--- src/hw/rtl/tbr_pkg.sv ---
// ----------------------------------------------------------------------------
// tbr_pkg: touch button repeat shared definitions
// Event codes, register indexes, calibration constants and the button
// rectangle layout used by the interfaces and the top level.
// ----------------------------------------------------------------------------
package tbr_pkg;

	// Event codes
	localparam logic [2:0] EV_NONE  = 3'd0;
	localparam logic [2:0] EV_PLUS  = 3'd1;
	localparam logic [2:0] EV_MINUS = 3'd2;
	localparam logic [2:0] EV_OK    = 3'd3;
	localparam logic [2:0] EV_BACK  = 3'd4;

	// Register indexes
	localparam logic [2:0] REG_STRIP_X    = 3'd0;
	localparam logic [2:0] REG_PLUS_RECT  = 3'd1;
	localparam logic [2:0] REG_MINUS_RECT = 3'd2;
	localparam logic [2:0] REG_OK_RECT    = 3'd3;
	localparam logic [2:0] REG_BACK_RECT  = 3'd4;
	localparam logic [2:0] REG_DELAY      = 3'd5;
	localparam logic [2:0] REG_RATE       = 3'd6;

	localparam int CFG_IDX_W  = 3;
	localparam int CFG_DATA_W = 34;

	// Reset values of the registers
	localparam logic [8:0]  STRIP_X_RST = 9'd240;
	localparam logic [15:0] DELAY_RST   = 16'd450;
	localparam logic [15:0] RATE_RST    = 16'd140;

	// Touch converter calibration
	localparam int RAW_X_MIN    = 340;
	localparam int RAW_X_MAX    = 3800;
	localparam int RAW_Y_MIN    = 240;
	localparam int RAW_Y_MAX    = 3850;
	localparam int SCREEN_X_MAX = 319;
	localparam int SCREEN_Y_MAX = 239;

	// Scaling is (v - lo) * top / span done as one multiply by a rounded-up
	// reciprocal. With a <= span < 2^12, a * span < 2^24, so a shift of 24
	// keeps the quotient exact.
	localparam int  SCALE_SH = 24;
	localparam int  X_SPAN   = RAW_X_MAX - RAW_X_MIN;
	localparam int  Y_SPAN   = RAW_Y_MAX - RAW_Y_MIN;
	localparam longint X_RECIP_L = (X_SPAN > 0) ?
		((longint'(SCREEN_X_MAX) << SCALE_SH) + longint'(X_SPAN) - 1) / longint'(X_SPAN)
		: 64'sd0;
	localparam longint Y_RECIP_L = (Y_SPAN > 0) ?
		((longint'(SCREEN_Y_MAX) << SCALE_SH) + longint'(Y_SPAN) - 1) / longint'(Y_SPAN)
		: 64'sd0;
	localparam logic [33:0] X_RECIP = 34'(X_RECIP_L);
	localparam logic [33:0] Y_RECIP = 34'(Y_RECIP_L);
	localparam logic [11:0] RAW_X_LO = 12'(RAW_X_MIN);
	localparam logic [11:0] RAW_X_HI = 12'(RAW_X_MAX);
	localparam logic [11:0] RAW_Y_LO = 12'(RAW_Y_MIN);
	localparam logic [11:0] RAW_Y_HI = 12'(RAW_Y_MAX);

	// Button rectangle, packed from the high bits
	typedef struct packed {
		logic [8:0] x;
		logic [7:0] y;
		logic [8:0] w;
		logic [7:0] h;
	} rect_t;

endpackage

--- src/hw/rtl/tbr_if.sv ---
// ----------------------------------------------------------------------------
// tbr_if: touch button repeat channel interfaces
// Poll input channel, result channel and register write channel.
// ----------------------------------------------------------------------------
interface tbr_in_if;
	logic        valid;
	logic        ready;
	logic        touched;
	logic [11:0] raw_x;
	logic [11:0] raw_y;
	logic [31:0] now_ms;

	modport source (output valid, touched, raw_x, raw_y, now_ms, input ready);
	modport sink   (input valid, touched, raw_x, raw_y, now_ms, output ready);
endinterface

interface tbr_out_if;
	logic       valid;
	logic       ready;
	logic [2:0] event_res;
	logic [3:0] pressed_mask;

	modport source (output valid, event_res, pressed_mask, input ready);
	modport sink   (input valid, event_res, pressed_mask, output ready);
endinterface

interface tbr_cfg_if;
	import tbr_pkg::*;
	logic                  valid;
	logic                  ready;
	logic [CFG_IDX_W-1:0]  index;
	logic [CFG_DATA_W-1:0] data;

	modport source (output valid, index, data, input ready);
	modport sink   (input valid, index, data, output ready);
endinterface

--- src/hw/rtl/touch_button_repeat.sv ---
// ----------------------------------------------------------------------------
// touch_button_repeat: touch panel button classifier with auto-repeat
// Scales each poll to screen pixels, hit-tests four configurable buttons
// and re-emits plus/minus while held, on a programmable repeat schedule.
// ----------------------------------------------------------------------------
//
//  channel  | dir | word
//  ---------+-----+---------------------------------------------------
//  in_ch    | in  | touched, raw_x, raw_y, now_ms (one panel poll)
//  out_ch   | out | event_res, pressed_mask (one result per poll)
//  cfg      | in  | index, data (register write, always ready)
//
// One word per cycle in and out, sustained while out_ch is ready. From the
// accepting edge to out_ch.valid the word passes the input register, which
// loads at that edge, then the scaled-coordinate register, then the result
// register. The stage-1 multiply by the calibration reciprocal sets the path.
// arst_n clears all valid flags, hold state and config registers to reset values.
// Each stage moves when the one behind it is empty or moving, so a stalled
// result leaves the earlier stages free to fill.
// ----------------------------------------------------------------------------
module touch_button_repeat (
	input  logic      clk,
	input  logic      arst_n,
	tbr_in_if.sink    in_ch,
	tbr_out_if.source out_ch,
	tbr_cfg_if.sink   cfg
);
	import tbr_pkg::*;

	// ---------------- configuration registers ----------------
	logic [8:0]  strip_x_q;
	rect_t       rect_q [4];
	logic [15:0] delay_q;
	logic [15:0] rate_q;

	assign cfg.ready = 1'b1;

	always_ff @(posedge clk or negedge arst_n) begin
		if (!arst_n) begin
			strip_x_q <= STRIP_X_RST;
			for (int i = 0; i < 4; i++) rect_q[i] <= '0;
			delay_q   <= DELAY_RST;
			rate_q    <= RATE_RST;
		end else if (cfg.valid) begin
			unique case (cfg.index)
				REG_STRIP_X:    strip_x_q <= cfg.data[8:0];
				REG_PLUS_RECT:  rect_q[0] <= cfg.data;
				REG_MINUS_RECT: rect_q[1] <= cfg.data;
				REG_OK_RECT:    rect_q[2] <= cfg.data;
				REG_BACK_RECT:  rect_q[3] <= cfg.data;
				REG_DELAY:      delay_q   <= cfg.data[15:0];
				REG_RATE:       rate_q    <= cfg.data[15:0];
				default:        ; // unused index, write dropped
			endcase
		end
	end

	// ---------------- handshake ----------------
	logic vld_s1, vld_s2, out_vld_q;
	logic out_free, rdy_s2, fire2, in_acc;

	assign out_free    = !out_vld_q || out_ch.ready;
	assign fire2       = vld_s2 && out_free;
	assign rdy_s2      = !vld_s2 || out_free;
	assign in_ch.ready = !vld_s1 || rdy_s2;
	assign in_acc      = in_ch.valid && in_ch.ready;

	always_ff @(posedge clk or negedge arst_n) begin
		if (!arst_n) begin
			vld_s1    <= 1'b0;
			vld_s2    <= 1'b0;
			out_vld_q <= 1'b0;
		end else begin
			if (in_ch.ready) vld_s1    <= in_ch.valid;
			if (rdy_s2)      vld_s2    <= vld_s1;
			if (out_free)    out_vld_q <= vld_s2;
		end
	end

	// ---------------- stage 1: input register ----------------
	logic        touched_s1;
	logic [11:0] raw_x_s1, raw_y_s1;
	logic [31:0] now_s1;

	always_ff @(posedge clk) begin
		if (in_acc) begin
			touched_s1 <= in_ch.touched;
			raw_x_s1   <= in_ch.raw_x;
			raw_y_s1   <= in_ch.raw_y;
			now_s1     <= in_ch.now_ms;
		end
	end

	// Clamp to the calibration window, then scale by the reciprocal.
	logic [11:0] cx, cy, ax, ay;
	logic [45:0] px, py;

	always_comb begin
		cx = raw_x_s1;
		if (raw_x_s1 < RAW_X_LO) cx = RAW_X_LO;
		if (raw_x_s1 > RAW_X_HI) cx = RAW_X_HI;
		cy = raw_y_s1;
		if (raw_y_s1 < RAW_Y_LO) cy = RAW_Y_LO;
		if (raw_y_s1 > RAW_Y_HI) cy = RAW_Y_HI;
		ax = cx - RAW_X_LO;
		ay = cy - RAW_Y_LO;
		px = {34'd0, ax} * {12'd0, X_RECIP};
		py = {34'd0, ay} * {12'd0, Y_RECIP};
	end

	// ---------------- stage 2: screen coordinates ----------------
	logic        touched_s2;
	logic [8:0]  x_s2;
	logic [7:0]  y_s2;
	logic [31:0] now_s2;

	always_ff @(posedge clk) begin
		if (vld_s1 && rdy_s2) begin
			touched_s2 <= touched_s1;
			x_s2       <= px[SCALE_SH+8:SCALE_SH];
			y_s2       <= py[SCALE_SH+7:SCALE_SH];
			now_s2     <= now_s1;
		end
	end

	// Hit test: edges use widened sums so a rectangle never wraps.
	logic [3:0] hit;

	always_comb begin
		for (int i = 0; i < 4; i++) begin
			hit[i] = (x_s2 >= rect_q[i].x)
				&& ({1'b0, x_s2} < ({1'b0, rect_q[i].x} + {1'b0, rect_q[i].w}))
				&& (y_s2 >= rect_q[i].y)
				&& ({1'b0, y_s2} < ({1'b0, rect_q[i].y} + {1'b0, rect_q[i].h}));
		end
	end

	// ---------------- hold state and result ----------------
	logic        is_down_q;
	logic [2:0]  held_q;
	logic [31:0] deadline_q;
	logic [3:0]  mask_q;
	logic [2:0]  ev_q;

	logic [2:0]  press_ev, nxt_held, nxt_ev;
	logic [3:0]  press_mask, nxt_mask;
	logic [31:0] nxt_deadline, since_dl;
	logic        nxt_down, repeat_due;

	always_comb begin
		press_ev   = EV_NONE;
		press_mask = 4'd0;
		priority if (x_s2 < strip_x_q) begin
			press_ev = EV_OK;     // tap left of the strip, no highlight
		end else if (hit[0]) begin
			press_ev   = EV_PLUS;
			press_mask = 4'b0001;
		end else if (hit[1]) begin
			press_ev   = EV_MINUS;
			press_mask = 4'b0010;
		end else if (hit[2]) begin
			press_ev   = EV_OK;
			press_mask = 4'b0100;
		end else if (hit[3]) begin
			press_ev   = EV_BACK;
			press_mask = 4'b1000;
		end else begin
			press_ev = EV_NONE;
		end

		// wrap-safe: deadline reached when now - deadline is not negative
		since_dl   = now_s2 - deadline_q;
		repeat_due = ((held_q == EV_PLUS) || (held_q == EV_MINUS)) && !since_dl[31];

		nxt_down     = is_down_q;
		nxt_held     = held_q;
		nxt_mask     = mask_q;
		nxt_deadline = deadline_q;
		nxt_ev       = EV_NONE;
		priority if (!touched_s2) begin
			nxt_down = 1'b0;
			nxt_held = EV_NONE;
			nxt_mask = 4'd0;
		end else if (!is_down_q) begin
			nxt_down     = 1'b1;
			nxt_held     = press_ev;
			nxt_mask     = press_mask;
			nxt_deadline = now_s2 + {16'd0, delay_q};
			nxt_ev       = press_ev;
		end else if (repeat_due) begin
			nxt_deadline = now_s2 + {16'd0, rate_q};
			nxt_ev       = held_q;
		end else begin
			nxt_ev = EV_NONE;
		end
	end

	always_ff @(posedge clk or negedge arst_n) begin
		if (!arst_n) begin
			is_down_q  <= 1'b0;
			held_q     <= EV_NONE;
			deadline_q <= '0;
			mask_q     <= '0;
		end else if (fire2) begin
			is_down_q  <= nxt_down;
			held_q     <= nxt_held;
			deadline_q <= nxt_deadline;
			mask_q     <= nxt_mask;
		end
	end

	always_ff @(posedge clk) begin
		if (fire2) ev_q <= nxt_ev;
	end

	// mask_q only changes when a new result is loaded, so it is the result mask
	assign out_ch.valid        = out_vld_q;
	assign out_ch.event_res    = ev_q;
	assign out_ch.pressed_mask = mask_q;

	// ---------------- assertions ----------------
	a_mask_onehot: assert property (@(posedge clk) disable iff (!arst_n)
		$onehot0(mask_q))
		else $error("more than one button highlighted");

	a_mask_needs_down: assert property (@(posedge clk) disable iff (!arst_n)
		(mask_q != 4'd0) |-> is_down_q)
		else $error("highlight without a held press");

	a_held_needs_down: assert property (@(posedge clk) disable iff (!arst_n)
		!is_down_q |-> (held_q == EV_NONE))
		else $error("held event kept after release");

	a_release_result: assert property (@(posedge clk) disable iff (!arst_n)
		(fire2 && !touched_s2) |=> (out_vld_q && ev_q == EV_NONE && mask_q == 4'd0))
		else $error("release did not give an empty result");

	a_repeat_only_pm: assert property (@(posedge clk) disable iff (!arst_n)
		(fire2 && touched_s2 && is_down_q && nxt_ev != EV_NONE)
		|-> (held_q == EV_PLUS || held_q == EV_MINUS))
		else $error("repeat on a button that does not repeat");

endmodule
--- src/flat_wrapper.sv ---
// flat-port wrapper written by rule: the top's interface ports become plain ports
module touch_button_repeat_flat import tbr_pkg::*;
  (clk, arst_n, in_ch_valid, in_ch_touched, in_ch_raw_x, in_ch_raw_y, in_ch_now_ms, in_ch_ready, out_ch_valid, out_ch_event_res, out_ch_pressed_mask, out_ch_ready, cfg_valid, cfg_index, cfg_data, cfg_ready);
  tbr_in_if in_ch_i ();
  tbr_out_if out_ch_i ();
  tbr_cfg_if cfg_i ();
  input  logic clk;
  input  logic arst_n;
  input wire logic [$bits(in_ch_i.valid)-1:0] in_ch_valid;
  input wire logic [$bits(in_ch_i.touched)-1:0] in_ch_touched;
  input wire logic [$bits(in_ch_i.raw_x)-1:0] in_ch_raw_x;
  input wire logic [$bits(in_ch_i.raw_y)-1:0] in_ch_raw_y;
  input wire logic [$bits(in_ch_i.now_ms)-1:0] in_ch_now_ms;
  output wire logic [$bits(in_ch_i.ready)-1:0] in_ch_ready;
  output wire logic [$bits(out_ch_i.valid)-1:0] out_ch_valid;
  output wire logic [$bits(out_ch_i.event_res)-1:0] out_ch_event_res;
  output wire logic [$bits(out_ch_i.pressed_mask)-1:0] out_ch_pressed_mask;
  input wire logic [$bits(out_ch_i.ready)-1:0] out_ch_ready;
  input wire logic [$bits(cfg_i.valid)-1:0] cfg_valid;
  input wire logic [$bits(cfg_i.index)-1:0] cfg_index;
  input wire logic [$bits(cfg_i.data)-1:0] cfg_data;
  output wire logic [$bits(cfg_i.ready)-1:0] cfg_ready;
  assign in_ch_i.valid = in_ch_valid;
  assign in_ch_i.touched = in_ch_touched;
  assign in_ch_i.raw_x = in_ch_raw_x;
  assign in_ch_i.raw_y = in_ch_raw_y;
  assign in_ch_i.now_ms = in_ch_now_ms;
  assign in_ch_ready = in_ch_i.ready;
  assign out_ch_valid = out_ch_i.valid;
  assign out_ch_event_res = out_ch_i.event_res;
  assign out_ch_pressed_mask = out_ch_i.pressed_mask;
  assign out_ch_i.ready = out_ch_ready;
  assign cfg_i.valid = cfg_valid;
  assign cfg_i.index = cfg_index;
  assign cfg_i.data = cfg_data;
  assign cfg_ready = cfg_i.ready;
  touch_button_repeat u_core (.clk(clk), .arst_n(arst_n), .in_ch(in_ch_i), .out_ch(out_ch_i), .cfg(cfg_i));
endmodule
--- config.mk ---
export PLATFORM = sky130hd
export DESIGN_NAME = touch_button_repeat_flat
export DESIGN_NICKNAME = d
export VERILOG_FILES = /design/src/hw/rtl/tbr_pkg.sv /design/src/hw/rtl/tbr_if.sv /design/src/hw/rtl/touch_button_repeat.sv /design/src/flat_wrapper.sv
export SDC_FILE = /design/constraint.sdc
export NUM_CORES = 1
export LEC_CHECK = 0
export ABC_AREA = 0
export BUFFER_PORTS_ARGS = -buffer_cell sky130_fd_sc_hd__buf_2
export CAP_MARGIN = 25
export CORE_MARGIN = 2
export CORE_UTILIZATION = 38
export CTS_CLUSTER_DIAMETER = 80
export CTS_CLUSTER_SIZE = 40
export DETAILED_ROUTE_END_ITERATION = 8
export HOLD_SLACK_MARGIN = 0.1
export RECOVER_POWER = 25
export SYNTH_ARGS = -nofsm -noshare
export SYNTH_HDL_FRONTEND = slang
export SYNTH_SLANG_ARGS = --single-unit
export TNS_END_PERCENT = 10
--- constraint.sdc ---
create_clock -name clk -period 9.6 [get_ports clk]
set_input_delay 1.92 -clock clk [delete_from_list [all_inputs] [get_ports clk]]
set_output_delay 1.92 -clock clk [all_outputs]
set_load 0.02 [all_outputs]
==> results_tabular.tex, run 1 <==
\begin{tabular}{lr}
\hline
Metric & Value \\
\hline
\multicolumn{2}{l}{\textbf{Synthesis}} \\
Number of register bits inferred by synthesis & 329 \\
Warning count from the yosys run & 0 \\
Yosys cell types & 84 \\
Net count after synthesis & 3098 \\
Top\_reg\_cell synth & sky130\_fd\_sc\_hd\_\_dfrtp\_1 \\
Post-synth ARST share & 0.666 \\
Mean area per synthesized cell & 10.7 sq um \\
Instance count of the mapped netlist & 2440 \\
Mapped cell area & 26100 sq um \\
EDFF count, synth & 110 \\
Seq/Total Area, Yosys & 0.337 \\
\multicolumn{2}{l}{\textbf{Routing}} \\
First-pass detailed-route iteration total & 5 \\
Via count & 17600 \\
Routed WL & 60200 microns \\
Average wire per standard cell & 17.4 microns \\
DR DRC count & 0 \\
Antenna-violating nets left & 0 \\
Vias per Instance & 5.11 \\
Initial drt markers & 698 \\
\multicolumn{2}{l}{\textbf{Clock tree}} \\
Clock latency reported for the late side of the worst-skew pair & 0.61 ns \\
TritonCTS clock tree & built \\
Number of clock sinks & 329 \\
Clock Tree Buf Depth & 3 \\
Number of buffers inserted by post-CTS setup repair & 0 \\
Clock-pin slew of the registers on the worst-case setup and hold paths & 0.11 ns \\
Count of hold buffers inserted by post-cts repair & 0 \\
Number of H-tree branching levels & 1 \\
Number of CTS-inserted buffers & 25 \\
Resized Gates After CTS & 0 \\
Buffer cell driving the clock tree root & sky130\_fd\_sc\_hd\_\_clkbuf\_16 \\
\multicolumn{2}{l}{\textbf{Power}} \\
Largest voltage drop on the vdd net & 293 uV \\
Power density normalized to cell area & 342 nW/um\^{}2 \\
Static leakage & 0.0139 uW \\
\multicolumn{2}{l}{\textbf{Setup path}} \\
Crit path launch type & register \\
Crit. Startpoint & u\_core.raw\_x\_s1[2] \\
Category of the critical setup timing path & register to register \\
Worst EP required & 9.92 ns \\
Worst-path maximum fanout & 7 \\
Data arrival time of the critical path & 8.17 ns \\
Endpoint class of the critical path & register \\
Worst R2R Start & u\_core.raw\_x\_s1[2] \\
\multicolumn{2}{l}{\textbf{Floorplanning}} \\
Vertical extent of the die & 266 microns \\
Std-Cell Core Area & 68200 sq um \\
Effective utilization at floorplan & 0.382 \\
Row count & 96 \\
Full die area & 70800 sq um \\
I/O pin total & 109 \\
Die W & 266 microns \\
\multicolumn{2}{l}{\textbf{Final layout}} \\
Fraction of final layout cells with drive strength greater than 1 & 0.134 \\
Total Nets Final & 3211 \\
Area growth from synthesis to final layout & 9.77\% \\
Design Area, Final & 28600 sq um \\
Filler instances & 6505 \\
\multicolumn{2}{l}{\textbf{Timing}} \\
Number of hold violations in the final report & 0 \\
Setup repair after global routing missed its margin & no \\
Worst Tran Pin Value & 3.76 ns \\
Number of slew-limit violations in the final report & 62 \\
Setup-failing EPs final & 0 \\
Maximum clock skew at final layout & 0.0383 ns \\
Max Clock Freq & 127 MHz \\
Min Clock Period, post-route & 7.85 ns \\
Rel. slew slack & -1.51 \\
Total Neg Setup Slack & 0 ns \\
Final period util & 0.817 \\
\multicolumn{2}{l}{\textbf{Placed design}} \\
Input/output buffers & 107 \\
Post-detailed-placement half-perimeter wirelength & 48200 microns \\
Placed inst area & 27700 sq um \\
Gp weighted congestion & 0.870 \\
\multicolumn{2}{l}{\textbf{Global routing}} \\
Largest net degree at the start of global routing & 159 \\
Vias in the first global route & 18600 \\
Sum of overflow across all layers after global routing & 0 \\
First-pass GRT wire length & 99400 microns \\
Initial antenna violation count & 5 \\
Global Route Usage Sum & 0.175 \\
\multicolumn{2}{l}{\textbf{Outcome}} \\
Outcome & finished, violations left \\
Violations in the final reports & max-capacitance violations, max-slew violations \\
\multicolumn{2}{l}{\textbf{Worst hold path}} \\
Path category of the worst min-delay check & register to register \\
Worst hold path startpoint & u\_core.now\_s1[3] \\
\multicolumn{2}{l}{\textbf{Flow run}} \\
Number of maximum-capacitance violations & 1 \\
\hline
\end{tabular}
## synth_stat cells, types with 27 or more instances
| cell type | n | area [sq um] |
|---|---|---|
| sky130_fd_sc_hd__ha_1 | 431 | 5390 |
| sky130_fd_sc_hd__inv_1 | 387 | 1450 |
| sky130_fd_sc_hd__dfrtp_1 | 208 | 5200 |
| sky130_fd_sc_hd__mux2_2 | 144 | 1620 |
| sky130_fd_sc_hd__nand2_1 | 142 | 533 |
| sky130_fd_sc_hd__fa_1 | 128 | 2560 |
| sky130_fd_sc_hd__o21ai_0 | 125 | 626 |
| sky130_fd_sc_hd__a21oi_1 | 116 | 581 |
| sky130_fd_sc_hd__edfxtp_1 | 110 | 3300 |
| sky130_fd_sc_hd__nor2_1 | 61 | 229 |
| sky130_fd_sc_hd__xnor2_1 | 55 | 482 |
| sky130_fd_sc_hd__a21o_1 | 53 | 398 |
| sky130_fd_sc_hd__xor2_1 | 45 | 394 |
| sky130_fd_sc_hd__nand3_1 | 30 | 150 |
| sky130_fd_sc_hd__mux2i_1 | 28 | 280 |
| sky130_fd_sc_hd__nor3_1 | 27 | 135 |
## cell type report
type	instances	area, sq um	share of cell area
Multi-Input combinational cell	1689	15700	0.548
Sequential cell	329	8800	0.307
Inverter	387	1450	0.0507
Tap cell	882	1100	0.0385
Timing Repair Buffer	121	644	0.0225
Clock buffer	26	629	0.0220
Clock inverter	20	309	0.0108
Antenna cell	1	2.50	0.0000874
## critical path, stage by stage (launching register included)
cell and delay (ns):
sky130_fd_sc_hd__edfxtp_1 0.42, sky130_fd_sc_hd__o311a_1 0.38, sky130_fd_sc_hd__o211a_1 0.24, sky130_fd_sc_hd__o21bai_1 0.32
sky130_fd_sc_hd__o21ai_0 0.17, sky130_fd_sc_hd__buf_4 0.20, sky130_fd_sc_hd__ha_1 0.25, sky130_fd_sc_hd__o31ai_1 0.50
sky130_fd_sc_hd__nor4_1 0.14, sky130_fd_sc_hd__a211o_2 0.41, sky130_fd_sc_hd__ha_1 0.33, sky130_fd_sc_hd__inv_1 0.09
sky130_fd_sc_hd__fa_1 0.50, sky130_fd_sc_hd__inv_1 0.06, sky130_fd_sc_hd__fa_1 0.51, sky130_fd_sc_hd__fa_1 0.55
sky130_fd_sc_hd__inv_1 0.06, sky130_fd_sc_hd__fa_1 0.53, sky130_fd_sc_hd__inv_1 0.04, sky130_fd_sc_hd__ha_1 0.31
sky130_fd_sc_hd__nand3_1 0.12, sky130_fd_sc_hd__nor3_1 0.30, sky130_fd_sc_hd__nand2_1 0.13, sky130_fd_sc_hd__nor3_1 0.30
sky130_fd_sc_hd__a32oi_1 0.26, sky130_fd_sc_hd__a311oi_1 0.37, sky130_fd_sc_hd__xor2_1 0.10
## through the flow
step	utilization	total power, uW	cells	setup slack, ns	hold WS, ns
finish	0.420	9800	3455	1.75	0.388
global route	0.420	11000	3454	1.34	0.396
CTS	0.420	9900	3453	1.89	0.391
detailed placement	0.406	8640	3407	1.92	0.405
global placement	0.406	8420	3405	2.05	0.404
floorplan	-	7020	2440	2.49	0.400
## cells by family (layout without fill, tap and decap cells)
kind of cell / after synthesis / after routing / synth area share
compound gates: 465 / 465 / 0.115
xor+xnor: 100 / 100 / 0.0336
fa+ha+maj: 559 / 559 / 0.305
buf+inv: 422 / 554 / 0.0617
flops: 329 / 329 / 0.337
mux: 172 / 172 / 0.0729
other cells: 1 / 2 / 0.000144
simple gates: 392 / 392 / 0.0741
## final timing paths
check	endpoint	slack [ns]	cells after the start
worst max-delay path	u_core.x_s2[8]	1.75	26
worst min-delay path	u_core.now_s2[3]	0.39	0
worst max register to register	u_core.x_s2[8]	1.75	26
worst min register to register	u_core.now_s2[3]	0.39	0
max in group asynchronous	u_core.strip_x_q[3]	4.85	2
min in group asynchronous	u_core.deadline_q[20]	2.58	1
## where the power goes
part,total [uW],internal [uW],switching (uW)
clock,1190,542,648
combinational,6420,2890,3530
sequential,2190,1890,303
total,9800,5320,4480
## registers in the layout (all words and copies together), names as in the netlist, 2 cells and up
register / count
u_core.out_ch.pressed_mask: 4
u_core.rect_q: 136
u_core.strip_x_q: 9
u_core.rate_q: 16
u_core.out_ch.event_res: 3
u_core.x_s2: 9
u_core.now_s1: 32
u_core.delay_q: 16
u_core.y_s2: 8
u_core.raw_x_s1: 12
u_core.held_q: 2
u_core.deadline_q: 32
u_core.raw_y_s1: 12
u_core.now_s2: 32
## layout by cell type (no fill, tap or decap), types with 25 or more instances in the layout
| cell | Yosys | layout |
|---|---|---|
| sky130_fd_sc_hd__nor2_1 | 61 | 61 |
| sky130_fd_sc_hd__clkbuf_16 | 0 | 25 |
| sky130_fd_sc_hd__mux2i_1 | 28 | 28 |
| sky130_fd_sc_hd__a21oi_1 | 116 | 116 |
| sky130_fd_sc_hd__buf_2 | 4 | 100 |
| sky130_fd_sc_hd__xnor2_1 | 55 | 55 |
| sky130_fd_sc_hd__fa_1 | 128 | 128 |
| sky130_fd_sc_hd__nor3_1 | 27 | 26 |
| sky130_fd_sc_hd__nand2b_1 | 26 | 26 |
| sky130_fd_sc_hd__mux2_2 | 144 | 144 |
| sky130_fd_sc_hd__nand2_1 | 142 | 142 |
| sky130_fd_sc_hd__ha_1 | 431 | 431 |
| sky130_fd_sc_hd__dfrtp_1 | 208 | 208 |
| sky130_fd_sc_hd__a21o_1 | 53 | 53 |
| sky130_fd_sc_hd__nand3_1 | 30 | 30 |
| sky130_fd_sc_hd__inv_1 | 387 | 387 |
| sky130_fd_sc_hd__o21ai_0 | 125 | 125 |
| sky130_fd_sc_hd__edfxtp_1 | 110 | 110 |
| sky130_fd_sc_hd__xor2_1 | 45 | 45 |
## layer usage
metal	up-vias	part of all wire	GRT usage
met5	-	0.00081	0
met4	8	0.026	0.0419
met3	84	0.037	0.0277
met2	201	0.49	0.305
met1	8631	0.45	0.226
li1	8724	-	-
(Power assumes the default switching activity.)
==> inputs of run 2 (changes only) <==
- clock period: 9.6 -> 7.4 ns (I/O delays scaled with it)
==> results_tabular.tex, run 2 (same netlist as run 1, synthesis figures left out) <==
\begin{tabular}{lr}
\hline
Metric & Value \\
\hline
\multicolumn{2}{l}{\textbf{Routing}} \\
First-pass detailed-route iteration total & 4 \\
Routed WL & 60100 microns \\
Via count & 17800 \\
DR DRC count & 0 \\
Antenna-violating nets left & 0 \\
Average wire per standard cell & 17.3 microns \\
Vias per Instance & 5.12 \\
Initial drt markers & 800 \\
\multicolumn{2}{l}{\textbf{Timing}} \\
Max Clock Freq & 142 MHz \\
Maximum clock skew at final layout & 0.0298 ns \\
Total Neg Setup Slack & 0 ns \\
Final period util & 0.952 \\
Setup repair after global routing missed its margin & yes \\
Number of slew-limit violations in the final report & 222 \\
Crit path setup slack, layout & 0.355 ns \\
Min Clock Period, post-route & 7.05 ns \\
Rel. slew slack & -0.706 \\
Setup-failing EPs final & 0 \\
Worst Tran Pin Value & 2.56 ns \\
Number of hold violations in the final report & 0 \\
\multicolumn{2}{l}{\textbf{Final layout}} \\
Fraction of final layout cells with drive strength greater than 1 & 0.145 \\
Most frequent cells in the layout & sky130\_fd\_sc\_hd\_\_ha\_1, sky130\_fd\_sc\_hd\_\_inv\_1, sky130\_fd\_sc\_hd\_\_dfrtp\_1, sky130\_fd\_sc\_hd\_\_mux2\_2, sky130\_fd\_sc\_hd\_\_nand2\_1 \\
Total Nets Final & 3228 \\
Area growth from synthesis to final layout & 10.5\% \\
Most common cell after layout, fill and taps aside & sky130\_fd\_sc\_hd\_\_ha\_1 \\
Flip-flop count of the largest register after layout & 136 \\
Filler instances & 6449 \\
Most flops, register & u\_core.rect\_q \\
\multicolumn{2}{l}{\textbf{Global routing}} \\
Sum of overflow across all layers after global routing & 0 \\
Global Route Usage Sum & 0.175 \\
Vias in the first global route & 18800 \\
Initial antenna violation count & 6 \\
First-pass GRT wire length & 101000 microns \\
Largest net degree at the start of global routing & 184 \\
\multicolumn{2}{l}{\textbf{Power}} \\
Largest voltage drop on the vdd net & 388 uV \\
Power density normalized to cell area & 448 nW/um\^{}2 \\
Total power draw & 12900 uW \\
Static leakage & 0.0140 uW \\
\multicolumn{2}{l}{\textbf{Floorplanning}} \\
Full die area & 70800 sq um \\
Effective utilization at floorplan & 0.382 \\
Vertical extent of the die & 266 microns \\
Die W & 266 microns \\
I/O pin total & 109 \\
Row count & 96 \\
Std-Cell Core Area & 68200 sq um \\
\multicolumn{2}{l}{\textbf{Clock tree}} \\
Clock latency reported for the late side of the worst-skew pair & 0.59 ns \\
Clock-pin slew of the registers on the worst-case setup and hold paths & 0.10 ns \\
Count of hold buffers inserted by post-cts repair & 0 \\
Number of clock sinks & 329 \\
Clock Tree Buf Depth & 3 \\
Buffer cell driving the clock tree root & sky130\_fd\_sc\_hd\_\_clkbuf\_16 \\
Number of H-tree branching levels & 1 \\
TritonCTS clock tree & built \\
Number of CTS-inserted buffers & 24 \\
\multicolumn{2}{l}{\textbf{Setup path}} \\
Worst-case register-to-register setup slack & 0.35 ns \\
Worst-path maximum fanout & 5 \\
Worst R2R Start & u\_core.raw\_x\_s1[1] \\
Slowest stage cell, crit path & sky130\_fd\_sc\_hd\_\_fa\_1 \\
Largest stage delay, worst path & 0.55 ns \\
Crit. Startpoint & u\_core.raw\_x\_s1[1] \\
Worst EP required & 7.73 ns \\
Data arrival time of the critical path & 7.37 ns \\
Crit path launch type & register \\
Endpoint class of the critical path & register \\
Category of the critical setup timing path & register to register \\
\multicolumn{2}{l}{\textbf{Worst hold path}} \\
Worst hold path startpoint & u\_core.now\_s1[24] \\
Path category of the worst min-delay check & register to register \\
\multicolumn{2}{l}{\textbf{Placed design}} \\
Gp weighted congestion & 0.880 \\
Post-place setup slack & -0.141 ns \\
Post-detailed-placement half-perimeter wirelength & 47900 microns \\
Input/output buffers & 107 \\
\multicolumn{2}{l}{\textbf{Flow run}} \\
Number of maximum-capacitance violations & 2 \\
\multicolumn{2}{l}{\textbf{Outcome}} \\
Violations in the final reports & max-capacitance violations, max-slew violations \\
Outcome & finished, violations left \\
\hline
\end{tabular}
-- run 2: cell types whose count changed in the layout (fill, tap and decap cells not counted), sizes merged --
| cell | before | now |
|---|---|---|
| inv | 398 | 400 |
| clkbuf | 35 | 36 |
| clkinv | 8 | 4 |
| buf | 112 | 128 |
| diode | 1 | 2 |
| bufinv | 0 | 1 |
-- run 2: cell type report --
| type | instances | area [sq um] | share of cell area |
|---|---|---|---|
| Timing Repair Buffer | 139 | 766 | 0.0266 |
| Clock inverter | 19 | 295 | 0.0102 |
| Tap cell | 882 | 1100 | 0.0383 |
| Multi-Input combinational cell | 1689 | 15800 | 0.548 |
| Clock buffer | 25 | 604 | 0.0210 |
| Sequential cell | 329 | 8800 | 0.305 |
| Inverter | 387 | 1450 | 0.0504 |
| Antenna cell | 2 | 5.00 | 0.000174 |
-- run 2: metal layers --
metal	GRT usage	up-vias	share of wire
met4	0.0255	8	0.013
li1	-	8750	-
met3	0.0194	49	0.031
met1	0.232	8780	0.46
met2	0.314	199	0.50
met5	0	-	0.00085
-- run 2: power by group --
| part | internal, uW | switching (uW) | leakage (uW) | total, uW |
|---|---|---|---|---|
| Clock | 705 | 807 | 0.000432 | 1510 |
| Sequential | 2450 | 399 | 0.00367 | 2850 |
| Combinational | 3840 | 4700 | 0.00994 | 8540 |
-- run 2: per-stage QoR --
step / cell area [sq um] / cells / util / hold WS (ns)
detailed placement: 27800 / 3424 / 0.408 / 0.405
floorplan: 26100 / 2440 / - / 0.400
global placement: 27800 / 3422 / 0.408 / 0.405
finish: 28800 / 3472 / 0.422 / 0.407
global route: 28800 / 3471 / 0.422 / 0.414
CTS: 28800 / 3468 / 0.422 / 0.411
-- run 2: worst paths after layout --
path                                               to  cells after the start
worst max-delay path                   u_core.x_s2[3]                     28
worst min-delay path                u_core.now_s2[24]                      0
worst max register to register         u_core.x_s2[3]                     28
worst min register to register      u_core.now_s2[24]                      0
max in group asynchronous           u_core.rect_q[70]                      2
min in group asynchronous       u_core.deadline_q[17]                      1
-- run 2: timing repair --
item / CTS / global route
setup buffers: 0 / 2
endpoints found under the setup margin: 4 / 12
pin swaps: 0 / 15
gates resized for setup: 2 / 17
-- run 2: critical path: cells and delay by family (launching register included) --
kind / cells / cell delay (ns)
fa+ha+maj: 7 / 2.83
simple gates: 7 / 0.88
compound gates: 9 / 2.33
buf+inv: 4 / 0.25
flops: 1 / 0.38
xor+xnor: 1 / 0.13
